## src/rtl/brf_pkg.sv

```systemverilog
// brf_pkg: bank codes, command codes, mode constants and banking helpers
// for the banked register file; no dependencies
package brf_pkg;

    typedef enum logic [2:0] {
        BANK_USR,
        BANK_FIQ,
        BANK_IRQ,
        BANK_SVC,
        BANK_ABT,
        BANK_UND
    } bank_t;

    localparam logic [2:0] CMD_READ        = 3'd0;
    localparam logic [2:0] CMD_WRITE       = 3'd1;
    localparam logic [2:0] CMD_SET_STATUS  = 3'd2;
    localparam logic [2:0] CMD_SET_SAVE    = 3'd3;
    localparam logic [2:0] CMD_EXCEPTION   = 3'd4;
    localparam logic [2:0] CMD_WRITE_SAVED = 3'd5;

    localparam logic [4:0] MODE_USR = 5'h10;
    localparam logic [4:0] MODE_FIQ = 5'h11;
    localparam logic [4:0] MODE_IRQ = 5'h12;
    localparam logic [4:0] MODE_SVC = 5'h13;
    localparam logic [4:0] MODE_ABT = 5'h17;
    localparam logic [4:0] MODE_UND = 5'h1B;
    localparam logic [4:0] MODE_SYS = 5'h1F;

    localparam logic [31:0] STATUS_RESET  = 32'h0000_00D3;
    localparam logic [31:0] STATUS_T_MODE = 32'h0000_003F;
    localparam logic [31:0] STATUS_I      = 32'h0000_0080;

    // register memory layout: user r0-r15, fiq r8-r14, then sp/lr pairs
    localparam int REG_DEPTH   = 31;
    localparam int SAVED_DEPTH = 5;
    localparam logic [4:0] FIQ_BASE   = 5'd16;
    localparam logic [4:0] SPLR_BASE  = 5'd23;
    localparam logic [3:0] REG_LR     = 4'd14;
    localparam logic [4:0] ADDR_PC    = 5'd15;

    function automatic bank_t bank_for_mode(input logic [4:0] mode, input bank_t cur);
        bank_t b;
        begin
            case (mode)
                MODE_USR, MODE_SYS: b = BANK_USR;
                MODE_FIQ:           b = BANK_FIQ;
                MODE_IRQ:           b = BANK_IRQ;
                MODE_SVC:           b = BANK_SVC;
                MODE_ABT:           b = BANK_ABT;
                MODE_UND:           b = BANK_UND;
                default:            b = cur;
            endcase
            return b;
        end
    endfunction

    function automatic logic bank_has_saved(input bank_t b);
        logic h;
        begin
            case (b)
                BANK_FIQ, BANK_IRQ, BANK_SVC, BANK_ABT, BANK_UND: h = 1'b1;
                default:                                         h = 1'b0;
            endcase
            return h;
        end
    endfunction

    // saved word slot: fiq 0 .. und 4
    function automatic logic [2:0] saved_addr(input bank_t b);
        return 3'(b) - 3'd1;
    endfunction

    function automatic logic [4:0] reg_addr(input logic [3:0] r, input bank_t b);
        logic [2:0] b_off;
        logic [4:0] a;
        begin
            b_off = 3'(b) - 3'(BANK_IRQ);
            if (r[3] && (r != 4'd15) && (b == BANK_FIQ))
                a = FIQ_BASE + {2'b00, r[2:0]};
            else if (((r == 4'd13) || (r == 4'd14)) && (b == BANK_IRQ || b == BANK_SVC
                     || b == BANK_ABT || b == BANK_UND))
                a = SPLR_BASE + {2'b00, b_off[1:0], ~r[0]};
            else
                a = {1'b0, r};
            return a;
        end
    endfunction

    // exception vector / 4 selects the mode entered
    function automatic logic [4:0] vector_mode(input logic [2:0] idx);
        logic [4:0] m;
        begin
            case (idx)
                3'd0:    m = MODE_SVC;
                3'd1:    m = MODE_UND;
                3'd2:    m = MODE_SVC;
                3'd3:    m = MODE_ABT;
                3'd4:    m = MODE_ABT;
                3'd5:    m = MODE_SVC;
                3'd6:    m = MODE_IRQ;
                3'd7:    m = MODE_FIQ;
                default: m = MODE_SVC;
            endcase
            return m;
        end
    endfunction

endpackage

```

## src/rtl/banked_register_file_mode_switch.sv

```systemverilog
// banked_register_file_mode_switch: status word register, with banked general
// registers and saved status words in two synchronous memories; depends on brf_pkg
//
// sequence: S_OP, then S_SAVED and S_LOAD, which waits for the output register;
//   exception entry inserts S_EXC_LINK and S_EXC_PC (two extra register memory
//   writes: link, then pc); a new word is taken in S_IDLE only, once the last one
//   is in the output register; the registered memory reads set the sequence
// reset: asynchronous, active low; status 0xD3 (supervisor), all registers and
//   saved words read as zero through per-entry valid bits
module banked_register_file_mode_switch (
    input  logic        clk,
    input  logic        rst_n,
    input  logic        in_valid,
    output logic        in_ready,
    input  logic [2:0]  cmd,
    input  logic [3:0]  reg_index,
    input  logic [31:0] value,
    input  logic [4:0]  exception_vector,
    output logic        out_valid,
    input  logic        out_ready,
    output logic [31:0] read_data,
    output logic [31:0] status_word,
    output logic [31:0] saved_status,
    output logic        has_saved,
    input  logic        cfg_valid,
    output logic        cfg_ready,
    input  logic [31:0] cfg_data
);
    import brf_pkg::*;

    typedef enum logic [2:0] {
        S_IDLE,
        S_OP,
        S_EXC_LINK,
        S_EXC_PC,
        S_SAVED,
        S_LOAD
    } state_t;

    state_t state_reg;

    // latched input word
    logic [2:0]  cmd_reg;
    logic [3:0]  idx_reg;
    logic [31:0] value_reg;
    logic [4:0]  vec_reg;

    logic [31:0] status_reg;
    bank_t       bank_reg;
    logic [31:0] exception_base_reg;
    logic        link_adj_reg;
    logic [31:0] rd_reg;

    // output register
    logic        out_valid_reg;
    logic [31:0] read_data_reg;
    logic [31:0] status_word_reg;
    logic [31:0] saved_status_reg;
    logic        has_saved_reg;
    logic        out_load;

    // register memory: user, fiq and sp/lr banks in one array
    logic [31:0]          rf_mem [REG_DEPTH];
    logic [REG_DEPTH-1:0] rf_valid_reg;
    logic [31:0]          rf_rdata_reg;
    logic                 rf_rvalid_reg;
    logic                 rf_we;
    logic [4:0]           rf_waddr;
    logic [31:0]          rf_wdata;
    logic [4:0]           rf_raddr;
    logic [31:0]          rf_rd;

    // saved status memory: fiq, irq, svc, abt, und
    logic [31:0]            sv_mem [SAVED_DEPTH];
    logic [SAVED_DEPTH-1:0] sv_valid_reg;
    logic [31:0]            sv_rdata_reg;
    logic                   sv_rvalid_reg;
    logic                   sv_we;
    logic [2:0]             sv_waddr;
    logic [31:0]            sv_wdata;
    logic [2:0]             sv_raddr;

    // status update shared by status writes and exception entry
    logic [31:0] exc_status;
    logic [31:0] status_in;
    bank_t       new_bank;
    logic        is_status_cmd;
    logic        save_old;
    logic [31:0] pc_next;

    assign in_ready     = (state_reg == S_IDLE);
    assign cfg_ready    = 1'b1;
    assign out_valid    = out_valid_reg;
    assign read_data    = read_data_reg;
    assign status_word  = status_word_reg;
    assign saved_status = saved_status_reg;
    assign has_saved    = has_saved_reg;

    // result word moves into the output register when it is free
    assign out_load = (state_reg == S_LOAD) && (!out_valid_reg || out_ready);

    // entries never written read as zero
    assign rf_rd = rf_rvalid_reg ? rf_rdata_reg : 32'd0;

    // exception entry: set I, clear T and mode, insert the vector's mode
    assign exc_status = (status_reg & ~STATUS_T_MODE) | STATUS_I
                        | {27'd0, vector_mode(vec_reg[4:2])};
    assign status_in  = (cmd_reg == CMD_EXCEPTION) ? exc_status : value_reg;

    // bank swaps only on a change of the mode bits; unknown modes keep it
    assign new_bank = (status_in[4:0] != status_reg[4:0])
                      ? bank_for_mode(status_in[4:0], bank_reg) : bank_reg;

    assign is_status_cmd = (cmd_reg == CMD_SET_STATUS) || (cmd_reg == CMD_SET_SAVE)
                           || (cmd_reg == CMD_EXCEPTION);
    assign save_old      = (cmd_reg != CMD_SET_STATUS);

    // vector pc, word aligned, plus the prefetch offset
    assign pc_next = ((exception_base_reg + {27'd0, vec_reg}) & ~32'd3) + 32'd4;

    // memory port control per sequencer step
    always_comb
    begin
        rf_we    = 1'b0;
        rf_waddr = reg_addr(idx_reg, bank_reg);
        rf_wdata = value_reg;
        rf_raddr = reg_addr(idx_reg, bank_reg);
        sv_we    = 1'b0;
        sv_waddr = saved_addr(bank_reg);
        sv_wdata = value_reg;
        sv_raddr = saved_addr(bank_reg);
        case (state_reg)
            S_OP:
            begin
                if (cmd_reg == CMD_WRITE)
                begin
                    rf_we = 1'b1;
                end
                if (cmd_reg == CMD_EXCEPTION)
                begin
                    rf_raddr = ADDR_PC;
                end
                if (is_status_cmd)
                begin
                    // except for a plain status write, old status goes to the new bank's saved word
                    sv_we    = save_old && bank_has_saved(new_bank);
                    sv_waddr = saved_addr(new_bank);
                    sv_wdata = status_reg;
                end
                if (cmd_reg == CMD_WRITE_SAVED)
                begin
                    sv_we = bank_has_saved(bank_reg);
                end
            end
            S_EXC_LINK:
            begin
                // link from the pc read in the previous step, bank already switched
                rf_we    = 1'b1;
                rf_waddr = reg_addr(REG_LR, bank_reg);
                rf_wdata = rf_rd + {30'd0, link_adj_reg, 1'b0};
            end
            S_EXC_PC:
            begin
                rf_we    = 1'b1;
                rf_waddr = ADDR_PC;
                rf_wdata = pc_next;
            end
            default:
            begin
                rf_we = 1'b0;
            end
        endcase
    end

    // register memory, registered read
    always_ff @(posedge clk)
    begin
        if (rf_we)
        begin
            rf_mem[rf_waddr] <= rf_wdata;
        end
        rf_rdata_reg <= rf_mem[rf_raddr];
    end

    // saved status memory, registered read
    always_ff @(posedge clk)
    begin
        if (sv_we)
        begin
            sv_mem[sv_waddr] <= sv_wdata;
        end
        sv_rdata_reg <= sv_mem[sv_raddr];
    end

    // sequencer, control state and output register
    always_ff @(posedge clk or negedge rst_n)
    begin
        if (!rst_n)
        begin
            state_reg          <= S_IDLE;
            status_reg         <= STATUS_RESET;
            bank_reg           <= BANK_SVC;
            exception_base_reg <= 32'd0;
            rf_valid_reg       <= '0;
            sv_valid_reg       <= '0;
            rf_rvalid_reg      <= 1'b0;
            sv_rvalid_reg      <= 1'b0;
            out_valid_reg      <= 1'b0;
            link_adj_reg       <= 1'b0;
            cmd_reg            <= CMD_READ;
            idx_reg            <= '0;
            value_reg          <= '0;
            vec_reg            <= '0;
            rd_reg             <= '0;
            read_data_reg      <= '0;
            status_word_reg    <= '0;
            saved_status_reg   <= '0;
            has_saved_reg      <= 1'b0;
        end
        else
        begin
            rf_rvalid_reg <= rf_valid_reg[rf_raddr];
            sv_rvalid_reg <= sv_valid_reg[sv_raddr];
            if (rf_we)
            begin
                rf_valid_reg[rf_waddr] <= 1'b1;
            end
            if (sv_we)
            begin
                sv_valid_reg[sv_waddr] <= 1'b1;
            end
            if (cfg_valid && cfg_ready)
            begin
                exception_base_reg <= cfg_data;
            end
            if (out_load)
            begin
                out_valid_reg <= 1'b1;
            end
            else if (out_valid_reg && out_ready)
            begin
                out_valid_reg <= 1'b0;
            end

            case (state_reg)
                S_IDLE:
                begin
                    if (in_valid)
                    begin
                        cmd_reg   <= cmd;
                        idx_reg   <= reg_index;
                        value_reg <= value;
                        vec_reg   <= exception_vector;
                        state_reg <= S_OP;
                    end
                end
                S_OP:
                begin
                    if (is_status_cmd)
                    begin
                        status_reg   <= status_in;
                        bank_reg     <= new_bank;
                        // link gets +2 when the saved word has T set
                        link_adj_reg <= bank_has_saved(new_bank) && status_reg[5];
                    end
                    state_reg <= (cmd_reg == CMD_EXCEPTION) ? S_EXC_LINK : S_SAVED;
                end
                S_EXC_LINK:
                begin
                    state_reg <= S_EXC_PC;
                end
                S_EXC_PC:
                begin
                    state_reg <= S_SAVED;
                end
                S_SAVED:
                begin
                    // register read issued in S_OP lands here
                    rd_reg    <= (cmd_reg == CMD_READ) ? rf_rd : 32'd0;
                    state_reg <= S_LOAD;
                end
                S_LOAD:
                begin
                    if (out_load)
                    begin
                        read_data_reg    <= rd_reg;
                        status_word_reg  <= status_reg;
                        has_saved_reg    <= bank_has_saved(bank_reg);
                        saved_status_reg <= (bank_has_saved(bank_reg) && sv_rvalid_reg)
                                            ? sv_rdata_reg : 32'd0;
                        state_reg        <= S_IDLE;
                    end
                end
                default:
                begin
                    state_reg <= S_IDLE;
                end
            endcase
        end
    end

endmodule

```

## config.mk

```make
export PLATFORM = sky130hd
export DESIGN_NAME = banked_register_file_mode_switch
export DESIGN_NICKNAME = d
export VERILOG_FILES = /design/src/rtl/brf_pkg.sv /design/src/rtl/banked_register_file_mode_switch.sv
export SDC_FILE = /design/constraint.sdc
export NUM_CORES = 2
export LEC_CHECK = 0
export BUFFER_PORTS_ARGS = -buffer_cell sky130_fd_sc_hd__buf_2
export CAP_MARGIN = 0
export CORE_MARGIN = 8
export CORE_UTILIZATION = 60
export CTS_CLUSTER_DIAMETER = 30
export CTS_CLUSTER_SIZE = 24
export DETAILED_ROUTE_END_ITERATION = 7
export PLACE_DENSITY = 0.77
export SYNTH_ARGS = -nofsm -noshare
export SYNTH_HDL_FRONTEND = slang
export SYNTH_SLANG_ARGS = --single-unit
```

## constraint.sdc

```tcl
create_clock -name clk -period 7.35 [get_ports clk]
set_clock_uncertainty 0.1 [all_clocks]
set_input_delay 2.205 -clock clk [delete_from_list [all_inputs] [get_ports clk]]
set_output_delay 2.205 -clock clk [all_outputs]
set_load 0.1 [all_outputs]
```

==> run summary <==
Core Region: 100000 um^2
Category of the most critical setup path: register to register
Non-filler cells in the finished layout: 6343
Number of distinct standard cells referenced by the synthesized netlist: 81
Routability Congestion: 0.886
Die area: 111000 um^2
Cells resized by post-CTS repair: 0
Syn-to-layout area delta: 17.7%
Cell area power density: 496 nW/um^2
Residual overflow from global routing: 0
Number of storage elements in the synthesis netlist: 1499
Number of global-route vias before repair: 40500
CTS Buffer Depth: 3
Arrival time at the worst endpoint: 6030 ps
Slack of the worst reg-to-reg path: 1900 ps
Library cell occupying the most area in the post-synthesis netlist: sky130_fd_sc_hd__edfxtp_1
Via density: 6.46
Fin. Hold Viols: 0
Number of placed instances, taps included: 5892
Boundary Pins: 181
CTS hold repair buffers: 0
Leading cell type in the layout, fill and taps excluded: sky130_fd_sc_hd__edfxtp_1
Fmax: 183 MHz
Violation count after the first detailed-routing iteration: 5381
# nets final: 4933
Effective utilization at floorplan: 0.605
Tightest Pin Transition: 1510 ps
Worst Path Required: 7930 ps
Cell-by-cell trace of the critical path: inv_1 -> ha_1 -> nor2b_1 -> and3_1 -> nor3_1 -> mux2i_4 -> buf_4 -> buf_4 -> mux2_2 -> a221oi_1 -> a21o_1 -> a31oi_1
Share of layout cells above drive strength 1: 0.204
Number of levels the H-tree was split into: 4
Worst-path clk slew: 60 ps
Outcome: finished with violations
Later-pin clock latency in the skew report: 810 ps
Share of the synthesized area in the top cell type: 0.571
IO Port Bufs: 179
Most frequent cells in the layout: 1152 x sky130_fd_sc_hd__edfxtp_1, 1022 x sky130_fd_sc_hd__nand2_1, 457 x sky130_fd_sc_hd__nand3_1, 276 x sky130_fd_sc_hd__dfrtp_1, 237 x sky130_fd_sc_hd__clkbuf_16
Global-route wire length before repair: 252000 um
Largest driver fanout on the critical path: 61
Cell area after synthesis: 60600 um^2
Leakage power of the design: 27.0 nW
Post-DP HPWL: 95000 um
Largest registers: rf_mem (992), sv_mem (160)
Die Ht: 334 um
Post-CTS Setup Inserts: 0
Final Cycle Share: 0.742
Routed wirelength normalized by instance count: 26.6 um
Unrepaired setup endpoints after global routing: no
Max reg flops: 992
Detailed-routing iteration count for the pre-antenna-repair pass: 6
Classification of the worst-slack hold path: register to register
Count of synthesis-stage warnings from yosys: 0
Minimum period implied by the final worst setup slack: 5450 ps
Antenna violation net count after detailed routing: 0
Post-synth ARST share: 0.189
Count of endpoints failing setup in the final report: 0
Failing checks: max-capacitance violations, max-slew violations
Total routing resource utilization after global routing: 0.297
Routed Wire Length: 169000 um
Number of clock sinks seen by CTS: 1499
Maxcap violations: 1
Post-Synthesis Cells: 4599
Register name with the most flops: rf_mem
Average footprint of a synthesized cell: 13.2 um^2
Inserted Clock Buffers: 236
Remaining design rule violation count: 0
Number of enable-type register cells in the synthesized netlist: 1152
Maximum single-stage delay on the critical path: 970 ps
Site row count: 116
Critical-path top delay cell: sky130_fd_sc_hd__buf_4
Max-slew headroom: -0.00821
Setup TNS: 0 ps
Startpoint types: register
Via count: 41000
TritonCTS clock tree: built
Endpoint class of the critical path: register
Mapped Nets: 4698
Cells taking the most area after synthesis: sky130_fd_sc_hd__edfxtp_1 57%, sky130_fd_sc_hd__dfrtp_1 11%, sky130_fd_sc_hd__nand2_1 6.3%
Buffer type at the clock tree root: sky130_fd_sc_hd__clkbuf_16
Antenna violations before repair: 2
CP most frequent cell: sky130_fd_sc_hd__buf_4
Maximum VDD drop: 0.395 mV
Synth Flop Type: sky130_fd_sc_hd__edfxtp_1
Sequential element share of the synthesized area: 0.709
Die width: 334 um
Final Max Tran Viols: 32
Pin count of the biggest net entering global routing: 150
==> per-layer routing <==
metal	part of all wire	up-vias	track usage
li1	-	17500	-
met1	0.36	20200	0.386
met2	0.48	2765	0.481
met3	0.11	493	0.0681
met4	0.044	0	0.133
met5	0	-	0
==> where the power goes <==
| part | total (W) | internal [W] | switching, W |
|---|---|---|---|
| registers | 0.0122 | 0.0113 | 0.000917 |
| clock network | 0.0109 | 0.00679 | 0.00410 |
| logic | 0.0122 | 0.00347 | 0.00878 |
==> cells by family (layout without fill, tap and decap cells) <==
family                     count (synthesis)  count (layout)  share of synthesized area
and+or+nand+nor                         1862            1862                      0.136
DFF                                     1499            1499                      0.709
AOI/OAI and AO/OA                        545             545                     0.0629
buffers and inverters                    314             758                     0.0200
muxes                                    294             294                     0.0591
xor gates and xnor gates                  66              66                    0.00954
adders and majority gates                 18              18                    0.00372
other                                      1               3                  0.0000619
==> stage by stage <==
step	total power [W]	hold slack [ps]	setup slack [ps]	util	instance area, um^2
2_1_floorplan	0.0201	327	924	-	60600
3_3_place_gp	0.0239	331	2270	0.633	63400
3_5_place_dp	0.0242	333	2070	0.633	63400
4_1_cts	0.0352	349	2000	0.712	71300
5_1_grt	0.0366	360	1730	0.712	71400
6_report	0.0354	346	1900	0.713	71400
==> final cells by class <==
type	instances	area (um^2)
multi-input cells	2786	16900
flip-flops and latches	1499	43000
inverters	21	78.8
fillers	6236	28800
well taps	1298	1620
diodes	2	5.00
repair buffers	290	1870
clock inverters	180	1840
clock buffers	267	6110
==> worst max-delay path: cells and delay by family (launching register included) <==
family,cells,cell delay [ps]
compound gates,3,660
fa+ha+maj,1,220
buf+inv,3,1720
flops,1,600
mux,2,810
simple gates,3,1160
==> synthesized netlist by cell type (40+ instances only) <==
| cell | n |
|---|---|
| sky130_fd_sc_hd__and3_1 | 89 |
| sky130_fd_sc_hd__a21oi_1 | 71 |
| sky130_fd_sc_hd__mux2_2 | 181 |
| sky130_fd_sc_hd__dfrtp_1 | 276 |
| sky130_fd_sc_hd__o211ai_1 | 57 |
| sky130_fd_sc_hd__buf_1 | 40 |
| sky130_fd_sc_hd__o21ai_0 | 81 |
| sky130_fd_sc_hd__a31oi_1 | 73 |
| sky130_fd_sc_hd__clkbuf_1 | 229 |
| sky130_fd_sc_hd__a22o_1 | 65 |
| sky130_fd_sc_hd__edfxtp_1 | 1152 |
| sky130_fd_sc_hd__dfxtp_1 | 64 |
| sky130_fd_sc_hd__nor2_1 | 132 |
| sky130_fd_sc_hd__nand2_1 | 1024 |
| sky130_fd_sc_hd__nand3_1 | 458 |
| sky130_fd_sc_hd__mux2i_1 | 80 |
==> final timing paths <==
path / end / from / depth (start not counted)
setup / recovery: rf_rdata_reg[20]$_DFF_P_ / bank_reg[1]$_DFFE_PN1P_ / 12
hold / removal: saved_status[26]$_DFFE_PN0P_ / sv_rdata_reg[26]$_DFF_P_ / 1
setup reg to reg: rf_rdata_reg[20]$_DFF_P_ / bank_reg[1]$_DFFE_PN1P_ / 12
hold reg to reg: saved_status[26]$_DFFE_PN0P_ / sv_rdata_reg[26]$_DFF_P_ / 1
max in group asynchronous: sv_rvalid_reg$_DFF_PN0_ / rst_n / 2
min in group asynchronous: saved_status[9]$_DFFE_PN0P_ / rst_n / 1
No activity file was read; power rests on OpenSTA's default activity.
